**config.mk**
```make
export PLATFORM = sky130hd
export DESIGN_NAME = bts_addr
export DESIGN_NICKNAME = d
export VERILOG_FILES = /design/src/hdl/bts_pkg.sv /design/src/hdl/bts_addr.sv
export SDC_FILE = /design/constraint.sdc
export NUM_CORES = 1
export LEC_CHECK = 0
export ABC_AREA = 1
export BUFFER_PORTS_ARGS = -buffer_cell sky130_fd_sc_hd__buf_2
export CORE_MARGIN = 2
export CORE_UTILIZATION = 40
export CTS_CLUSTER_SIZE = 25
export DETAILED_ROUTE_END_ITERATION = 16
export GPL_ROUTABILITY_DRIVEN = 0
export SLEW_MARGIN = 20
export SYNTH_ARGS = -nofsm -noshare
export SYNTH_HDL_FRONTEND = slang
export SYNTH_SLANG_ARGS = --single-unit
```
**constraint.sdc**
```tcl
create_clock -name clk_i -period 6 [get_ports clk_i]
set_input_delay 1.2 -clock clk_i [delete_from_list [all_inputs] [get_ports clk_i]]
set_output_delay 1.2 -clock clk_i [all_outputs]
set_load 0.01 [all_outputs]
```
**src/hdl/bts_pkg.sv**
```systemverilog
// Shared types, constants and decode tables for the bilinear texture sampler.
// Used by every module under hdl/; depends on nothing.
package bts_pkg;

  localparam int unsigned DEF_MAX_WIDTH     = 256;
  localparam int unsigned DEF_MAX_HEIGHT    = 256;
  localparam int unsigned DEF_FRACTION_BITS = 16;

  localparam int unsigned LUT_W = 25;

  typedef enum logic [1:0] {
    REG_IMAGE_WIDTH  = 2'd0,
    REG_IMAGE_HEIGHT = 2'd1,
    REG_CHANNEL_MODE = 2'd2,
    REG_TEX_PRESENT  = 2'd3
  } cfg_reg_e;

  typedef enum logic {
    OP_WRITE  = 1'b0,
    OP_SAMPLE = 1'b1
  } op_e;

  // Per-item control that rides with the bank read
  typedef struct packed {
    logic valid;
    logic sample;
    logic x0p;
    logic x1p;
    logic y0p;
    logic y1p;
  } smp_ctl_t;

  typedef logic [LUT_W-1:0] lut_t [256];

  // sRGB byte to linear, rounded half up to f fraction bits
  function automatic lut_t srgb_table(input int f);
    lut_t   t;
    real    x;
    longint n;
    for (int b = 0; b < 256; b++) begin
      if (b <= 10) begin
        n    = (longint'(b) * 100 * (longint'(1) << f) + 164730) / 329460;
        t[b] = LUT_W'(n);
      end else begin
        x    = ((real'(b) / 255.0 + 0.055) / 1.055) ** 2.4 * (2.0 ** f);
        t[b] = LUT_W'($rtoi(x + 0.5));
      end
    end
    return t;
  endfunction

  // Grey byte / 255, rounded to nearest
  function automatic lut_t grey_table(input int f);
    lut_t   t;
    longint n;
    for (int b = 0; b < 256; b++) begin
      n    = (longint'(b) * (longint'(1) << f) + 127) / 255;
      t[b] = LUT_W'(n);
    end
    return t;
  endfunction

  // Clamp a signed 20-bit coordinate to [0, 2^f]
  function automatic logic [31:0] clamp_coord(input logic [19:0] c, input int f);
    logic [31:0] one;
    one = 32'd1 << f;
    if (c[19]) begin
      return 32'd0;
    end else if (32'(c[18:0]) > one) begin
      return one;
    end
    return 32'(c[18:0]);
  endfunction

endpackage

```
**src/hdl/bts_addr.sv**
```systemverilog
// Coordinate pipeline: clamp, scale to texel space, neighbor and bank addresses.
// Depends on bts_pkg.
module bts_addr import bts_pkg::*; #(
  parameter int unsigned MAX_WIDTH     = DEF_MAX_WIDTH,
  parameter int unsigned MAX_HEIGHT    = DEF_MAX_HEIGHT,
  parameter int unsigned FRACTION_BITS = DEF_FRACTION_BITS,
  localparam int unsigned XW  = $clog2(MAX_WIDTH),
  localparam int unsigned YW  = $clog2(MAX_HEIGHT),
  localparam int unsigned CBW = (XW > 1) ? XW - 1 : 1,
  localparam int unsigned RBW = (YW > 1) ? YW - 1 : 1,
  localparam int unsigned AW  = CBW + RBW
) (
  input  logic                         clk_i,
  input  logic                         rst_ni,
  input  logic                         en_i,
  input  logic                         in_valid_i,
  input  logic                         op_i,
  input  logic [7:0]                   col_i,
  input  logic [7:0]                   row_i,
  input  logic [23:0]                  rgb_i,
  input  logic [19:0]                  u_i,
  input  logic [19:0]                  v_i,
  input  logic [XW-1:0]                wm1_i,
  input  logic [YW-1:0]                hm1_i,
  output smp_ctl_t                     ctl_o,
  output logic [FRACTION_BITS-1:0]     tx_o,
  output logic [FRACTION_BITS-1:0]     ty_o,
  output logic [3:0][AW-1:0]           rd_addr_o,
  output logic                         wr_en_o,
  output logic [1:0]                   wr_bank_o,
  output logic [AW-1:0]                wr_addr_o,
  output logic [23:0]                  wr_data_o
);

  localparam int unsigned F = FRACTION_BITS;
  localparam logic [F:0] ONE = (F+1)'(1) << F;

  // Stage 1: clamped coordinates, v flipped
  logic              v1_q, op1_q;
  logic [F:0]        u1_q, vf1_q;
  logic [7:0]        col1_q, row1_q;
  logic [23:0]       rgb1_q;
  logic [F:0]        uc, vc;

  assign uc = (F+1)'(clamp_coord(u_i, F));
  assign vc = (F+1)'(clamp_coord(v_i, F));

  // Stage 2: scaled coordinates
  logic              v2_q, op2_q;
  logic [F+XW:0]     xf2_q;
  logic [F+YW:0]     yf2_q;
  logic [7:0]        col2_q, row2_q;
  logic [23:0]       rgb2_q;

  // Stage 3: neighbor indices and fractions
  logic              v3_q, op3_q;
  logic [XW-1:0]     x0_3_q, x1_3_q;
  logic [YW-1:0]     y0_3_q, y1_3_q;
  logic [F-1:0]      tx3_q, ty3_q;
  logic [7:0]        col3_q, row3_q;
  logic [23:0]       rgb3_q;

  logic [XW-1:0]     x0_d, x1_d;
  logic [YW-1:0]     y0_d, y1_d;

  assign x0_d = xf2_q[F+XW-1:F];
  assign y0_d = yf2_q[F+YW-1:F];
  assign x1_d = (x0_d == wm1_i) ? x0_d : x0_d + XW'(1);
  assign y1_d = (y0_d == hm1_i) ? y0_d : y0_d + YW'(1);

  always_ff @(posedge clk_i or negedge rst_ni) begin
    if (!rst_ni) begin
      v1_q <= 1'b0;
      v2_q <= 1'b0;
      v3_q <= 1'b0;
    end else if (en_i) begin
      v1_q <= in_valid_i;
      v2_q <= v1_q;
      v3_q <= v2_q;
    end
  end

  always_ff @(posedge clk_i) begin
    if (en_i) begin
      op1_q  <= op_i;
      u1_q   <= uc;
      vf1_q  <= ONE - vc;
      col1_q <= col_i;
      row1_q <= row_i;
      rgb1_q <= rgb_i;

      op2_q  <= op1_q;
      xf2_q  <= (F+XW+1)'(u1_q) * (F+XW+1)'(wm1_i);
      yf2_q  <= (F+YW+1)'(vf1_q) * (F+YW+1)'(hm1_i);
      col2_q <= col1_q;
      row2_q <= row1_q;
      rgb2_q <= rgb1_q;

      op3_q  <= op2_q;
      x0_3_q <= x0_d;
      x1_3_q <= x1_d;
      y0_3_q <= y0_d;
      y1_3_q <= y1_d;
      tx3_q  <= xf2_q[F-1:0];
      ty3_q  <= yf2_q[F-1:0];
      col3_q <= col2_q;
      row3_q <= row2_q;
      rgb3_q <= rgb2_q;
    end
  end

  // Bank b holds texels with column parity b[0] and row parity b[1]
  always_comb begin
    logic [XW-1:0] xs;
    logic [YW-1:0] ys;
    for (int b = 0; b < 4; b++) begin
      xs = (x0_3_q[0] == b[0]) ? x0_3_q : x1_3_q;
      ys = (y0_3_q[0] == b[1]) ? y0_3_q : y1_3_q;
      rd_addr_o[b] = {RBW'(ys >> 1), CBW'(xs >> 1)};
    end
  end

  logic [XW-1:0] wcol;
  logic [YW-1:0] wrow;
  logic          w_in_range;

  assign wcol       = XW'(col3_q);
  assign wrow       = YW'(row3_q);
  assign w_in_range = (32'(col3_q) < MAX_WIDTH) && (32'(row3_q) < MAX_HEIGHT);

  assign wr_en_o   = v3_q && (op3_q == OP_WRITE) && w_in_range;
  assign wr_bank_o = {row3_q[0], col3_q[0]};
  assign wr_addr_o = {RBW'(wrow >> 1), CBW'(wcol >> 1)};
  assign wr_data_o = rgb3_q;

  assign ctl_o.valid  = v3_q;
  assign ctl_o.sample = (op3_q == OP_SAMPLE);
  assign ctl_o.x0p    = x0_3_q[0];
  assign ctl_o.x1p    = x1_3_q[0];
  assign ctl_o.y0p    = y0_3_q[0];
  assign ctl_o.y1p    = y1_3_q[0];
  assign tx_o         = tx3_q;
  assign ty_o         = ty3_q;

endmodule

```
==> results of run 1 <==
[how the worst max path moves through the flow]
| stage | from | endpoint | slack (ns) | cells after the start |
|---|---|---|---|---|
| after CTS | hm1_i[5] | yf2_q[19] | 1.12 | 17 |
| final | wm1_i[2] | xf2_q[18] | 1.03 | 17 |
| after floorplan | hm1_i[4] | yf2_q[23] | 0.79 | 18 |
| after global routing | wm1_i[3] | xf2_q[17] | 0.80 | 17 |
| after detailed placement | wm1_i[3] | xf2_q[18] | 0.47 | 17 |
| after global placement | hm1_i[5] | yf2_q[19] | 0.56 | 17 |
[cells in the mapped netlist (3+ instances only)]
cell type,count,share of area
a21o_1,8,0.0031
a21oi_1,50,0.013
a31oi_1,4,0.0013
buf_1,15,0.0029
buf_2,17,0.0045
buf_4,34,0.013
clkbuf_1,39,0.0077
dfrtp_1,3,0.0039
edfxtp_1,269,0.42
fa_1,178,0.19
ha_1,89,0.058
inv_1,487,0.096
nand2_1,442,0.087
nand3_1,40,0.010
nand3b_1,3,0.0012
nand4_1,9,0.0029
nor2_1,110,0.022
nor3_1,6,0.0016
nor4_1,5,0.0016
o211ai_1,7,0.0028
o21ai_0,32,0.0084
o21ai_1,6,0.0016
o21bai_1,3,0.0012
xnor2_1,32,0.015
xor2_1,44,0.020
[stage by stage]
step | instance area [um2] | util
global route | 21500 | 0.454
detailed placement | 20500 | 0.433
global placement | 20500 | 0.433
CTS | 21500 | 0.454
finish | 21500 | 0.454
floorplan | 19100 | -
[final cells by class]
cell class                      instances  area share
Sequential cell                       272       0.379
Tap cell                              615      0.0357
Multi-Input combinational cell       1091       0.397
Inverter                              489      0.0853
Clock buffer                           33      0.0354
Antenna cell                            3    0.000349
Clock inverter                         23      0.0105
Timing Repair Buffer                  238      0.0567
[metal layers]
metal,wire [um],vias up,part of all wire,GRT usage
met5,52,-,0.0013,0
met4,710,8,0.017,0.0392
met3,2450,58,0.060,0.0246
met2,19100,394,0.46,0.274
met1,18900,6172,0.46,0.231
li1,-,6248,-,-
[power by group]
group / internal, uW / leakage, uW / switching (uW)
sequential: 2740 / 0.00267 / 252
combinational: 1800 / 0.00810 / 2950
clock: 1020 / 0.000464 / 793
total: 5560 / 0.0112 / 3990
[kinds of logic after synthesis]
logic type	after synthesis	share of synthesized area
and+or+nand+nor	624	0.131
buffers and inverters	597	0.126
DFF	272	0.427
adders and majority gates	267	0.245
AOI/OAI and AO/OA	122	0.0364
xor gates and xnor gates	76	0.0348
muxes	2	0.00118
[worst max-delay path, cell delays in order]
cell	delay [ns]
buf_2	0.39
nand2_1	0.15
fa_1	0.54
fa_1	0.56
inv_1	0.05
fa_1	0.47
inv_1	0.05
fa_1	0.48
inv_1	0.04
ha_1	0.33
nand2_1	0.13
o21ai_1	0.21
nor2_1	0.09
o21ai_1	0.32
nand3_1	0.15
nand3_1	0.10
nand2_1	0.05
[sequential cells by signal, summed over array words and instances (netlist names), 16 cells and up]
register,cells
rgb1_q,24
rgb2_q,24
tx_o,16
ty_o,16
u1_q,17
vf1_q,17
wr_data_o,24
xf2_q,24
yf2_q,24
==> qor.csv, run 1 <==
stage,metric,value,unit
run_status,status,"finished, final reports clean",
finish,drive_gt1_frac,0.139,
timing,fmax,201,MHz
timing,setup_violations,0,
routing,ant_nets,0,
place,io_buffers,235,
grt,grt_usage,0.166,
routing,wire_per_inst,14.9,um
finish,area_growth,12.7,%
finish,fin_nets,2490,
power_and_ir_drop,peakVddDrop,0.244,mV
synthesis,syn_avg_cell_area,9.75,um2
grt,grt_max_degree,123,
routing,viasPerCell,4.66,
critical_path,rr_worst_depth,16,
floorplan,chipWidth,223,um
synthesis,synthFlopType,edfxtp_1,
timing,clock_skew,0.0429,ns
synthesis,netlist_instances,1960,
timing,fin_crit_sh,0.828,
critical_path,required,6.35,ns
grt,grt_pass1_vias,12911,
critical_path,cp_max_fo,18,
critical_path,worstSetupStartpointType,input pin,
finish,regArea,0.00815,mm2
timing,timing.hold.ws,0.379,ns
synthesis,ys_seq_elements,272,
clocking,cts_root_buffer,clkbuf_16,
critical_path,r2r-start,vf1_q[3],
finish,layout_commonest_cell,inv_1,
routing,drc,0,
timing,worst_slack,1.03,ns
routing,firstDrtPassIters,6,
finish,final_cell_mix,"487 x inv_1, 442 x nand2_1, 269 x edfxtp_1",
floorplan,rows,80,
floorplan,io_pins,236,
critical_path,reg2reg_to,yf2_q[19],
place,dp_hpwl,31.6,mm
timing,relSlewSlack,0.369,
clocking,clk_path_buf_depth,3,
clocking,post_cts_resized,0,
synthesis,synthArstFlopShare,0.0110,
synthesis,netlist_area,0.0191,mm2
finish,fillers,4482,
floorplan,start_util,0.403,
clocking,clock_latency,0.59,ns
timing,worst_pin_slew,0.946,ns
clocking,cts.sinks,272,
finish,multi_input_area,0.00855,mm2
timing,rsz0062_at_grt,false,
clocking,hold_buffers,0,
timing,tns,0,ns
critical_path,crit_path_end_kind,flip-flop,
routing,wirelength,41.2,mm
power_and_ir_drop,power_density,444,mW/mm2
place,place_inst,2705,
floorplan,core-area,0.0474,mm2
timing,hold_violations,0,
critical_path,critPathKind,in -> reg,
clocking,clkTransAtPathRegs,0.07,ns
power_and_ir_drop,p_total,9550,uW
power_and_ir_drop,p_leak,0.0112,uW
synthesis,yosysSeqAreaShare,0.427,
finish,layout.cells.non_filler,2764,
timing,maxSlewViolCount,0,
critical_path,cp_data_arrival_time,5.32,ns
routing,drtIter0Drc,1047,
grt,grt_pass1_wl,66.6,mm
flow_run,max_cap_violations,0,
synthesis,yosysWarnings,0,
clocking,h-tree-depth,1,
timing,min_period,4.97,ns
clocking,cts_tree,done,
routing,num_vias,12880,
grt,gr-total-overflow,0,
floorplan,die_area,0.0495,mm2
place,post-place-ws,0.471,ns
grt,antenna_found_initial,7,
critical_path,r2r_slack,1.45,ns
worst_hold_path,hold_path_class,in -> async,
synthesis,netlist-cell-type-count,43,
clocking,postCtsSetupRepairBufs,0,
synthesis,synth_edf_count,269,
clocking,numCtsBuffers,30,
synthesis,syn_nets,2328,
floorplan,fp.dieH,223,um
No activity file was read; power rests on OpenSTA's default activity.
==> run 2, diff against run 1 <==
clock period = 4.6 ns   (was 6 ns; I/O delays follow)
==> run 2 against run 1 <==
- combinational power is 68% higher
- core utilization increased by 2.2 points
- register-to-register slack lost 1.2 ns
- sequential share of layout area decreased by 1.8 points
- die area unchanged
- final area up 4.9%
- critical path type unchanged
- non-clock buffer count rose by 121
==> qor.csv, run 2 (same netlist as run 1, synthesis figures left out) <==
stage,metric,value,unit,change
critical_path,reg2reg_to,yf2_q[22],,
critical_path,cp_max_fo,13,,-5
grt,grt_max_degree,101,,-18%
finish,layout_commonest_cell,inv_1,,
finish,regArea,0.00815,mm2,unchanged
run_status,status,"finished, final reports clean",,
routing,wire_per_inst,14.3,um,-4.0%
grt,grt_pass1_wl,67.8,mm,+1.7%
finish,final_core_util,0.476,,+0.0223
place,dp_hpwl,32.7,mm,+3.5%
critical_path,cp_data_arrival_time,4.75,ns,-0.57 ns
timing,setup_violations,0,,unchanged
floorplan,fp.dieH,223,um,unchanged
worst_hold_path,hold_path_class,in -> async,,
clocking,clk_path_buf_depth,3,,unchanged
power_and_ir_drop,p_leak,0.0118,uW,+5.3%
clocking,cts_root_buffer,clkbuf_16,,
critical_path,r2r_slack,0.29,ns,-1.16 ns
grt,antenna_found_initial,1,,-6
finish,area_growth,18.2,%,
clocking,clock_latency,0.57,ns,-0.02 ns
finish,fin_area,0.0226,mm2,+4.9%
finish,multi_input_area,0.00875,mm2,+2.3%
critical_path,r2r-start,vf1_q[10],,
finish,final_cell_mix,"486 x inv_1, 439 x nand2_1, 269 x edfxtp_1",,
timing,clock_skew,0.0258,ns,-0.0172 ns
critical_path,rr_worst_depth,15,,-1
place,post-place-ws,-0.409,ns,-0.880 ns
critical_path,crit_path_end_kind,flip-flop,,
grt,grt_pass1_vias,13480,,+4.4%
floorplan,die_area,0.0495,mm2,unchanged
floorplan,core-area,0.0474,mm2,unchanged
timing,worst_pin_slew,0.779,ns,-0.167 ns
power_and_ir_drop,peakVddDrop,0.393,mV,+61%
flow_run,max_cap_violations,0,,unchanged
timing,fin_crit_sh,0.968,,
clocking,cts.sinks,272,,unchanged
finish,fillers,4438,,-0.98%
critical_path,worstSetupStartpointType,input pin,,
critical_path,required,4.90,ns,-1.45 ns
floorplan,start_util,0.403,,unchanged
clocking,h-tree-depth,1,,unchanged
clocking,hold_buffers,0,,unchanged
timing,fmax,225,MHz,
routing,ant_nets,0,,unchanged
routing,firstDrtPassIters,7,,+1
timing,timing.hold.ws,0.135,ns,-0.245 ns
timing,hold_violations,0,,unchanged
power_and_ir_drop,power_density,627,mW/mm2,+41%
timing,relSlewSlack,0.481,,+0.111
timing,maxSlewViolCount,0,,unchanged
grt,gr-total-overflow,0,,unchanged
floorplan,io_pins,236,,unchanged
finish,fin_nets,2610,,+4.8%
critical_path,critPathKind,in -> reg,,
grt,grt_usage,0.169,,+0.00275
routing,viasPerCell,4.54,,-2.5%
place,dpl_cell_area,0.0216,mm2,+5.4%
routing,num_vias,13069,,+1.5%
timing,rsz0062_at_grt,false,,
finish,drive_gt1_frac,0.196,,+0.0570
timing,min_period,4.45,ns,
clocking,numCtsBuffers,29,,-3.3%
routing,drc,0,,unchanged
floorplan,chipWidth,223,um,unchanged
routing,wirelength,41.2,mm,about the same
routing,drtIter0Drc,837,,-20%
finish,diodes,0,,-3
floorplan,rows,80,,unchanged
clocking,clkTransAtPathRegs,0.06,ns,about the same
timing,worst_slack,0.148,ns,-0.883 ns
place,io_buffers,235,,unchanged
clocking,cts_tree,done,,
power_and_ir_drop,p_total,14200,uW,+48%
-- run 2: cell types whose count changed in the layout (fill, tap and decap cells not counted), sizes merged --
cell / delta
bufinv: +1
clkbuf: +3
clkinv: -5
inv: +1
buf: +120
clkinvlp: -4
diode: -3
-- run 2: power breakdown --
part / switching, uW / internal [uW] / leakage, uW
Clock: 951 / 1350 / 0.000463
Combinational: 4250 / 3740 / 0.00869
Sequential: 315 / 3570 / 0.00267
-- run 2: metal layers --
metal  part of all wire  vias to the layer above  track usage
met4              0.015                        2       0.0388
met5            0.00027                        -            0
met1               0.47                     6208        0.234
met3              0.052                       52       0.0290
met2               0.46                      325        0.277
li1                   -                     6482            -
-- run 2: repair_timing --
item,CTS,global route
hold endpoints to repair,0,0
resized for setup,0,1
buffers inserted,0,0
endpoints found under the setup margin,0,1
-- run 2: area by class of cell --
class / instances / area share
clock buffer: 35 / 0.0336
tap: 615 / 0.0341
inverter: 489 / 0.0813
clock inverter: 16 / 0.00831
sequential: 272 / 0.361
multi-input combinational: 1091 / 0.387
timing repair buffer: 359 / 0.0944
-- run 2: worst max-delay path, stage by stage --
cell     delay (ns)
buf_2          0.31
nand2_1        0.14
fa_1           0.56
inv_1          0.06
fa_1           0.49
fa_1           0.49
inv_1          0.05
fa_1           0.47
inv_1          0.06
ha_4           0.29
nand2_1        0.10
nor4_1         0.41
nand3_1        0.16
nand4_1        0.16
xor2_1         0.07
-- run 2: how the worst max path moves through the flow --
| stage | from | endpoint |
|---|---|---|
| 6_report | hm1_i[2] | yf2_q[23] |
| 5_1_grt | hm1_i[2] | yf2_q[14] |
| 4_1_cts | hm1_i[2] | yf2_q[23] |
| 3_5_place_dp | hm1_i[2] | yf2_q[23] |
| 3_3_place_gp | hm1_i[2] | yf2_q[23] |
| 2_1_floorplan | hm1_i[4] | yf2_q[18] |
-- run 2: per-stage QoR --
stage,std cells,setup TNS [ns]
6_report,2877,0
4_1_cts,2877,0
2_1_floorplan,1960,0
3_5_place_dp,2826,-8.80
5_1_grt,2877,0
3_3_place_gp,2826,-7.35
==> run 3, diff against run 2 <==
GPL_TIMING_DRIVEN = 0   (was not set)
==> run 3 against run 2 <==
- final cell count decreased by 1.8%
- register-to-register slack lost 0.08 ns
- non-clock buffer count shrank 54
- die area is the same
- via count up 0.86%
- clock-buffer cell count fell by 1
==> qor.csv, run 3 (same netlist as run 1, synthesis figures left out) <==
stage,metric,value,unit,change
floorplan,io_pins,236,,unchanged
routing,ant_nets,0,,unchanged
clocking,clkTransAtPathRegs,0.06,ns,about the same
critical_path,startpoint,hm1_i[4],,
timing,clock_skew,0.0145,ns,-0.0112 ns
timing,setup_violations,0,,unchanged
timing,rsz0062_at_grt,true,,
finish,drive_gt1_frac,0.179,,-0.0167
timing,relSlewSlack,0.568,,+0.0871
critical_path,required,4.90,ns,about the same
place,io_buffers,219,,-6.8%
worst_hold_path,hold_path_class,in -> async,,
critical_path,reg2reg_to,yf2_q[21],,
timing,fin_crit_sh,0.967,,-0.00120
critical_path,cp_max_fo,10,,-3
clocking,numCtsBuffers,29,,unchanged
floorplan,fp.dieH,223,um,unchanged
power_and_ir_drop,p_leak,0.0115,uW,-2.7%
power_and_ir_drop,peakVddDrop,0.338,mV,-14%
clocking,cts_root_buffer,clkbuf_16,,
routing,wirelength,42.1,mm,+2.4%
routing,drc,0,,unchanged
clocking,clk_path_buf_depth,3,,unchanged
routing,viasPerCell,4.66,,+2.7%
critical_path,r2r-start,vf1_q[8],,
timing,fmax,225,MHz,+0.12%
timing,maxSlewViolCount,0,,unchanged
routing,firstDrtPassIters,7,,unchanged
finish,layout_commonest_cell,inv_1,,
timing,worst_pin_slew,0.649,ns,-0.131 ns
finish,area_growth,16.7,%,
floorplan,die_area,0.0495,mm2,unchanged
critical_path,critPathKind,in -> reg,,
clocking,clock_latency,0.56,ns,about the same
routing,num_vias,13181,,+0.86%
critical_path,worstSetupStartpointType,input pin,,
finish,fin_nets,2556,,-2.1%
floorplan,start_util,0.403,,unchanged
place,dpl_cell_area,0.0213,mm2,-1.4%
flow_run,max_cap_violations,0,,unchanged
routing,drtIter0Drc,848,,+1.3%
run_status,status,"finished, final reports clean",,
clocking,cts_tree,done,,
clocking,h-tree-depth,1,,unchanged
place,dp_hpwl,33.3,mm,+1.6%
finish,final_cell_mix,"486 x inv_1, 437 x nand2_1, 269 x edfxtp_1",,
grt,antenna_found_initial,4,,+3
grt,grt_usage,0.171,,+0.00206
timing,min_period,4.45,ns,-0.00550 ns
finish,fin_area,0.0223,mm2,-1.3%
grt,gr-total-overflow,0,,unchanged
timing,hold_violations,0,,unchanged
power_and_ir_drop,power_density,592,mW/mm2,-5.7%
critical_path,cp_data_arrival_time,4.75,ns,about the same
clocking,cts.sinks,272,,unchanged
timing,timing.hold.ws,0.139,ns,+0.00450 ns
critical_path,rr_worst_depth,17,,+2
floorplan,chipWidth,223,um,unchanged
critical_path,crit_path_end_kind,flip-flop,,
grt,grt_pass1_wl,68.4,mm,+0.93%
critical_path,r2r_slack,0.21,ns,-0.08 ns
floorplan,rows,80,,unchanged
grt,grt_max_degree,102,,+0.99%
clocking,hold_buffers,0,,unchanged
routing,wire_per_inst,14.9,um,+4.2%
grt,grt_pass1_vias,13390,,-0.67%
floorplan,core-area,0.0474,mm2,unchanged
-- run 3: cell count changes in the layout (fill, tap and decap cells not counted), sizes merged --
cell,previous run,this run
buf,358,283
clkbuf,36,56
inv,491,490
diode,0,1
clkinv,9,14
bufinv,3,1
clkinvlp,2,3
-- run 3: final cells by class --
cell class,count,area (um2)
fill,4454,25200
multi-input combinational,1091,8870
sequential,272,8150
inverter,489,1840
timing repair buffer,223,1180
tap,615,769
clock buffer,34,744
buffer,82,604
clock inverter,19,130
antenna,1,2.50
-- run 3: worst max-delay path, cell delays in order --
cell      delay [ns]
buf_6           0.16
buf_6           0.18
nand2_1         0.09
fa_1            0.53
fa_1            0.56
inv_1           0.06
fa_1            0.48
inv_1           0.05
fa_1            0.48
inv_1           0.06
ha_4            0.29
nand2_1         0.11
inv_1           0.12
nand4_1         0.12
o21ai_2         0.23
nand3b_1        0.14
nand3_1         0.09
nand2_1         0.05
-- run 3: worst max path at each step --
stage,to,slack [ns]
5_1_grt,yf2_q[18],-0.07
3_5_place_dp,xf2_q[21],-0.56
3_3_place_gp,v1_q,-1.38
6_report,yf2_q[21],0.15
4_1_cts,xf2_q[21],0.06
2_1_floorplan,yf2_q[18],0.004
-- run 3: what timing repair did --
item,in CTS,in global routing
resized for setup,0,49
setup buffers,0,2
endpoints found under the setup margin,0,22
-- run 3: layer usage --
metal / GRT usage / part of all wire / up-vias
li1: - / - / 6377
met1: 0.240 / 0.47 / 6382
met2: 0.276 / 0.46 / 352
met3: 0.0290 / 0.054 / 64
met4: 0.0409 / 0.019 / 6
met5: 0 / 0.00097 / -
-- run 3: through the flow --
step	setup TNS [ns]	utilization	power [uW]	setup slack [ns]	std cells
2_1_floorplan	0	-	8920	0.00410	1960
3_3_place_gp	-301.85	0.448	10700	-1.38	2794
3_5_place_dp	-12.19	0.450	10800	-0.556	2796
4_1_cts	0	0.468	13000	0.0585	2849
5_1_grt	-0.0962	0.470	14300	-0.0650	2826
6_report	0	0.470	13200	0.154	2826
-- run 3: power by group --
| group | total (uW) | internal, uW | switching [uW] |
|---|---|---|---|
| registers | 3830 | 3570 | 258 |
| clock network | 2140 | 1210 | 929 |
| logic | 7220 | 2940 | 4280 |
| total | 13200 | 7720 | 5470 |
